===== config.mk =====
export PLATFORM = sky130hd
export DESIGN_NAME = rk4osc_ctrl
export DESIGN_NICKNAME = d
export VERILOG_FILES = /design/src/rtl/core/rk4_driven_oscillator_step_defines.svh /design/src/rtl/core/rk4osc_pkg.sv /design/src/rtl/core/rk4osc_ctrl.sv
export SDC_FILE = /design/constraint.sdc
export NUM_CORES = 1
export LEC_CHECK = 0
export ABC_AREA = 1
export ABC_CLOCK_PERIOD_IN_PS = 1200
export BUFFER_PORTS_ARGS = -buffer_cell sky130_fd_sc_hd__buf_2
export CAP_MARGIN = 30
export CORE_AREA = 2 2 39 41
export CTS_BUF_LIST = sky130_fd_sc_hd__clkbuf_8
export DETAILED_ROUTE_END_ITERATION = 7
export DIE_AREA = 0 0 41 43
export PLACE_DENSITY = 0.73
export SKIP_CTS_REPAIR_TIMING = 1
export SYNTH_ARGS = -nofsm -noshare
export SYNTH_HDL_FRONTEND = slang
export SYNTH_SLANG_ARGS = --single-unit
export TNS_END_PERCENT = 10

===== constraint.sdc =====
create_clock -name clk -period 1.2 [get_ports clk]
set_input_delay 0.24 -clock clk [delete_from_list [all_inputs] [get_ports clk]]
set_output_delay 0.24 -clock clk [all_outputs]
set_load 0.02 [all_outputs]

===== src/rtl/core/rk4_driven_oscillator_step_defines.svh =====
// Assertion macros shared by the oscillator step RTL.
`ifndef RK4_DRIVEN_OSCILLATOR_STEP_DEFINES_SVH
`define RK4_DRIVEN_OSCILLATOR_STEP_DEFINES_SVH

// Same-cycle implication, checked on every clock outside reset.
`define RK4_ASSERT_IMP(name, ante, cons, msg) \
	name: assert property (@(posedge clk) disable iff (!arst_n) (ante) |-> (cons)) \
		else $error(msg);

// Next-cycle implication, checked on every clock outside reset.
`define RK4_ASSERT_NXT(name, ante, cons, msg) \
	name: assert property (@(posedge clk) disable iff (!arst_n) (ante) |=> (cons)) \
		else $error(msg);

`endif


===== src/rtl/core/rk4osc_pkg.sv =====
// Shared types, constants and helpers for the oscillator step block.
`timescale 1ns / 1ps

package rk4osc_pkg;

	localparam int SW     = 32;         // state width, signed Q8.24
	localparam int CW     = 16;         // cosine sample width, signed Q1.14
	localparam int WIDE_W = SW + 26;    // headroom for products and sums
	localparam int MB_W   = 25;         // multiplier b operand, signed
	localparam int ACC_W  = SW + 3;     // weighted sum of four k terms
	localparam int SPLIT  = 16;         // low slice of the sum for the final multiply
	localparam int IDX_W  = 3;
	localparam int CFG_W  = 32;
	localparam int CNT_W  = 5;

	localparam logic [23:0] SIXTH_Q24 = 24'd2796203;

	localparam logic [23:0] TIME_STEP_RST = 24'd167772;
	localparam logic [23:0] NAT_FREQ_RST  = 24'd1638400;
	localparam logic [23:0] DRIVE_AMP_RST = 24'd655360;
	localparam logic [31:0] START_POS_RST = 32'd16777216;
	localparam logic [31:0] START_VEL_RST = 32'd16777216;

	localparam logic [IDX_W-1:0] REG_TIME_STEP = 3'd0;
	localparam logic [IDX_W-1:0] REG_NAT_FREQ  = 3'd1;
	localparam logic [IDX_W-1:0] REG_DRIVE_AMP = 3'd2;
	localparam logic [IDX_W-1:0] REG_START_POS = 3'd3;
	localparam logic [IDX_W-1:0] REG_START_VEL = 3'd4;

	// Datapath operations: multiplier issue, write-back in the cycle after.
	localparam logic [3:0] OP_NOP    = 4'd0;
	localparam logic [3:0] OP_SPRING = 4'd1;
	localparam logic [3:0] OP_DRIVE  = 4'd2;
	localparam logic [3:0] OP_KX     = 4'd3;
	localparam logic [3:0] OP_KV     = 4'd4;
	localparam logic [3:0] OP_SPHI   = 4'd5;
	localparam logic [3:0] OP_SPLO   = 4'd6;
	localparam logic [3:0] OP_SVHI   = 4'd7;
	localparam logic [3:0] OP_SVLO   = 4'd8;
	localparam logic [3:0] OP_COMMIT = 4'd9;

	localparam logic [1:0] STAGE_LAST = 2'd3;

	// Sequencer layout: four stages of four operations each, then the final sum.
	localparam logic [CNT_W-1:0] CNT_FIN  = 5'd16;
	localparam logic [CNT_W-1:0] RUN_LAST = 5'd21;

	typedef struct packed {
		logic [23:0] time_step;
		logic [23:0] natural_freq_sq;
		logic [23:0] drive_amplitude;
		logic [31:0] start_position;
		logic [31:0] start_velocity;
	} cfg_t;

	typedef struct packed {
		logic       load;
		logic       restart;
		logic [3:0] op;
		logic [1:0] stage;
	} dp_cmd_t;

	typedef struct packed {
		logic [SW-1:0] val;
		logic          clip;
	} sat_t;

	// Clip a wide signed value to SW bits and flag the clip.
	function automatic sat_t sat_wide(input logic signed [WIDE_W-1:0] v);
		sat_t r;
		if (v[WIDE_W-1:SW-1] == '0 || v[WIDE_W-1:SW-1] == '1) begin
			r.val  = v[SW-1:0];
			r.clip = 1'b0;
		end else begin
			r.val  = {v[WIDE_W-1], {(SW-1){~v[WIDE_W-1]}}};
			r.clip = 1'b1;
		end
		return r;
	endfunction

endpackage


===== src/rtl/core/rk4osc_ctrl.sv =====
// Sequencer for the oscillator step: issues one datapath operation per cycle.
`timescale 1ns / 1ps

module rk4osc_ctrl (
	input  logic                       clk,
	input  logic                       arst_n,
	input  logic                       in_valid,
	input  logic                       command,
	input  logic                       out_free,
	output logic                       in_ready,
	output logic                       out_load,
	output rk4osc_pkg::dp_cmd_t        cmd
);

	localparam logic [1:0] ST_IDLE = 2'd0;
	localparam logic [1:0] ST_RUN  = 2'd1;
	localparam logic [1:0] ST_DONE = 2'd2;

	logic [1:0]                   state_q;
	logic [rk4osc_pkg::CNT_W-1:0] cnt_q;
	logic                         accept;

	always_comb begin
		in_ready    = (state_q == ST_IDLE);
		accept      = in_valid && in_ready;
		out_load    = (state_q == ST_DONE) && out_free;
		cmd         = '0;
		cmd.load    = accept && !command;
		cmd.restart = accept && command;
		cmd.op      = rk4osc_pkg::OP_NOP;
		if (state_q == ST_RUN) begin
			if (cnt_q < rk4osc_pkg::CNT_FIN) begin
				cmd.stage = cnt_q[3:2];
				case (cnt_q[1:0])
					2'd0: cmd.op = rk4osc_pkg::OP_SPRING;
					2'd1: cmd.op = rk4osc_pkg::OP_DRIVE;
					2'd2: cmd.op = rk4osc_pkg::OP_KX;
					default: cmd.op = rk4osc_pkg::OP_KV;
				endcase
			end else begin
				case (cnt_q - rk4osc_pkg::CNT_FIN)
					5'd0: cmd.op = rk4osc_pkg::OP_SPHI;
					5'd1: cmd.op = rk4osc_pkg::OP_SPLO;
					5'd2: cmd.op = rk4osc_pkg::OP_SVHI;
					5'd3: cmd.op = rk4osc_pkg::OP_SVLO;
					5'd4: cmd.op = rk4osc_pkg::OP_COMMIT;
					default: cmd.op = rk4osc_pkg::OP_NOP;
				endcase
			end
		end
	end

	always_ff @(posedge clk or negedge arst_n) begin
		if (!arst_n) begin
			state_q <= ST_IDLE;
			cnt_q   <= '0;
		end else begin
			case (state_q)
				ST_IDLE: begin
					if (accept) begin
						state_q <= command ? ST_DONE : ST_RUN;
						cnt_q   <= '0;
					end
				end
				ST_RUN: begin
					if (cnt_q == rk4osc_pkg::RUN_LAST) begin
						state_q <= ST_DONE;
					end else begin
						cnt_q <= cnt_q + 1'b1;
					end
				end
				ST_DONE: begin
					if (out_free) begin
						state_q <= ST_IDLE;
					end
				end
				default: state_q <= ST_IDLE;
			endcase
		end
	end

endmodule


### Word-level counts from Yosys, hierarchy flattened

Index checks and enable logic that the tools add are counted.

| cells by class | value |
|---|---|
| order comparisons | 1 |
| mux-type cells | 13 |
| eq/ne operators | 13 |
| reductions and logical operators | 11 |
| add/subtract/negate cells | 2 |

Operators by type and width:

| operator | count |
|---|---|
| 4-bit one-hot mux with 5 select lines | 1 |
| 5-bit by 2-bit equality test with 1-bit output, second input constant | 2 |
| 2-bit 2-to-1 mux | 5 |
| 5-bit 2-to-1 mux | 2 |
| 5-bit one-hot mux with 2 select lines | 1 |
| 3-bit one-hot mux with 3 select lines | 1 |
| 6-bit 2-to-1 mux | 1 |
| 2-bit one-hot mux with 3 select lines | 1 |
| 3-bit AND reduction | 2 |
| 5-bit by 1-bit adder with 5-bit output, second input constant | 1 |
| 5-bit by 1-bit equality test with 1-bit output, second input constant | 1 |
| 5-bit by 3-bit equality test with 1-bit output, second input constant | 1 |
| 5-bit equality test, second input constant | 1 |
| 5-bit logical NOT | 1 |
| 5-bit < comparator, second input constant | 1 |
| 5-bit subtractor, second input constant | 1 |
| 2-bit by 1-bit equality test with 1-bit output, second input constant | 2 |
| 2-bit equality test, second input constant | 2 |
| 1-bit logical AND | 4 |
| 2-bit logical NOT | 2 |
| 4-bit 2-to-1 mux | 1 |
| 2-bit by 1-bit inequality test with 1-bit output, second input constant | 2 |
| 2-bit inequality test, second input constant | 2 |
| 2-bit nonzero test | 1 |
| 1-bit logical NOT | 1 |

| word-level totals | value |
|---|---|
| flip-flop bits (word level) | 7 |
| logic and storage cells | 42 |
| output and inout port bits | 10 |

### Depth between registers and ports, before layout

| depth | value |
|---|---|
| word-level depth | 5 |
| gate-level depth with buffers | 7 |

### Worst setup path after synthesis

No wires, ideal clock.

| timing path | value |
|---|---|
| path kind | flip-flop to output port |
| from | register cnt_q[0] (netlist name) |
| to | output cmd[2] (netlist name) |
| setup slack | -274 ps |
| cell stages (with the launch flop) | 5 |
| data required time | 960 ps |
| arrival | 1234 ps |
| cells stage by stage | dfrtp_1 -> ha_1 -> nor2_2 -> o21ai_0 -> a31oi_1 |

RTL lines:

| element | RTL line | RTL |
|---|---|---|
| from (decl) | rk4osc_ctrl.sv:20 | `logic [rk4osc_pkg::CNT_W-1:0] cnt_q;` |
| from (signal assigned) | rk4osc_ctrl.sv:69 | `cnt_q <= cnt_q + 1'b1;` |
| to (decl) | rk4osc_ctrl.sv:12 | `output rk4osc_pkg::dp_cmd_t cmd` |

==> results.toml <==
[place]
io_buffer_count = 14
place_inst = 125
place_hpwl_um = 1110
place_ws_ns = -0.273
gp_congestion = 0.762
placed_area_sq_um = 827

[sta]
worst_pin_slew_ns = 0.193
setup_violations = 17
hold_viol = 0
fin_worst_skew_ns = 0.00274
fmax_mhz = 612
post-route-min-period_ns = 1.63
slew_violations = 0
rsz0062_at_grt = "yes"
slew_headroom_pct = 87.1
finalSetupTns_ns = -3.66
fin_ws_ns = -0.434
period_share_pct = 136

[clocking]
cts-root-buf = "clkbuf_8"
cts.sinks = 7
clk_latency_ns = 0.22
h-tree-depth = 1
cts_tree = "done"
numCtsBuffers = 3
clk_pin_slew_ns = 0.04
clock_path_buffers = 2

[worst_setup_path]
required_ns = 0.96
cp.depth = 7
crit_chain = "inv_2 -> ha_2 -> o21ai_2 -> nand2_2 -> o21ai_1 -> nor2_2 -> buf_4"
arrival_ns = 1.39
cp_top_family = "flip-flops"
start_kind = "register"
criticalPathCategory = "register to primary output"
critPathCaptureType = "primary output"
path_buf_inv = 2
crit_path_max_incr_delay_ns = 0.44
slowest_stage = "dfrtp_2"
critical_path.max_fanout = 4
reg2regPathDepth = 10

[routing]
first_iter_violations = 14
drt_pass1_iterations = 4
wl_met2_um = 841
highest_layer = "met3"
drc = 0
wl_met1_um = 741
met3_length_um = 40
wl_per_cell_um = 12.3
antenna_left = 0
wl_um = 1620
vias_per_cell = 5.05
vias = 666

[grt]
grt_max_degree = 10
track_usage_pct = 19.3
grt_pass1_wl_um = 2410
antenna_found_initial = 0
grt_overflow = 0
grt_pass1_vias = 613

[synth]
synth_seq_cells = 7
ys_types = 20
synthCells = 83
ys_seq_area_share_pct = 28.4
ys_warn_count = 0
netlist_area_sq_um = 617
synth_fp_nets = 93
syn_area_per_cell_sq_um = 7.43

[run_status]
status = "finished with violations"
violations = "setup timing"

[layout]
layout.cells.non_filler = 132
final_area_sq_um = 1020
final_common_cell = "buf_4"
drive_gt1_share_pct = 59.5
syn_to_final_growth_pct = 65.5
n_antenna_cell = 0
nets = 127
final_cell_mix = "buf_4, nand2_1, nand3_1"

[die]
start_util_pct = 44.6
fp.coreArea_sq_um = 1380
rows = 14
die-area_sq_um = 1760
die_y_um = 43
die_w_um = 41
io_pins = 15

[power]
p_per_area_nw_per_um2 = 1950
p_leak_nw = 0.464
fin_total_pwr_w = 0.00200
ir_drop_mv = 1.17

[min_path]
hp-class = "primary input to register"
min_path_cells = 2

[flow_run]
cap_violations = 0
-- stage by stage --
| stage | hold WS [ns] | util [%] |
|---|---|---|
| finish | 0.239 | 73.8 |
| global route | 0.265 | 73.8 |
| floorplan | -0.0556 | - |
| CTS | -0.155 | 63.0 |
| detailed placement | 0.0860 | 59.8 |
| global placement | 0.0808 | 59.8 |
-- path summary, 6_finish.rpt --
| path | startpoint | end | slack, ns |
|---|---|---|---|
| min in group asynchronous | arst_n | state_q[1]$_DFFE_PN0P_ | 0.39 |
| worst max-delay path | cnt_q[1]$_DFFE_PN0P_ | cmd[3] | -0.43 |
| max in group asynchronous | arst_n | cnt_q[4]$_DFFE_PN0P_ | 0.63 |
| worst min-delay path | command | state_q[0]$_DFFE_PN0P_ | 0.24 |
| worst min register to register | cnt_q[0]$_DFFE_PN0P_ | cnt_q[0]$_DFFE_PN0P_ | 0.67 |
| worst max register to register | cnt_q[1]$_DFFE_PN0P_ | cnt_q[4]$_DFFE_PN0P_ | -0.24 |
-- layout make-up --
| cell class | count | area (sq um) |
|---|---|---|
| clock buffers | 3 | 41.3 |
| clock inverters | 1 | 3.75 |
| fillers | 97 | 363 |
| inverters | 9 | 36.3 |
| multi-input cells | 65 | 498 |
| flip-flops and latches | 7 | 181 |
| well taps | 16 | 20.0 |
| repair buffers | 31 | 240 |
-- cell families after synthesis --
family,synth area share [%]
buf+inv,9.13
simple gates,41.8
compound gates,9.13
fa+ha+maj,10.1
xor+xnor,1.42
flops,28.4
-- cells in the mapped netlist --
cell type  instances  area [sq um]
buf_6              2          22.5
nor2_2             3          18.8
nand4_4            1          21.3
nor3_1             2          10.0
nand4_1            3          18.8
a31oi_1            1          6.26
nand2_1           14          52.6
a21oi_1            1          5.00
o21ai_0            3          15.0
dfrtp_1            7           175
nand2_2            1          6.26
nor2_1             9          33.8
nand2_4            3          33.8
o21ai_1            6          30.0
nor3b_1            1          7.51
inv_2              2          7.51
ha_1               5          62.6
nand3_1           11          55.1
inv_1              7          26.3
xnor2_1            1          8.76
-- layer usage --
layer	vias to the layer above	GRT usage [%]
met5	-	0
met4	0	8.00
met3	0	0
met2	13	31.3
met1	309	26.0
li1	344	-
-- where the power goes --
part	leakage [nW]	total, W	internal [W]	switching (W)
registers	0.0858	0.000400	0.000309	0.0000912
clock network	0.0269	0.000321	0.000221	0.000100
logic	0.351	0.00127	0.000601	0.000673
total	0.464	0.00200	0.00113	0.000864
-- flip-flops by register name (all words and copies together), names as in the netlist --
signal   cells
cnt_q        5
state_q      2
No activity file was read; power rests on OpenSTA's default activity.
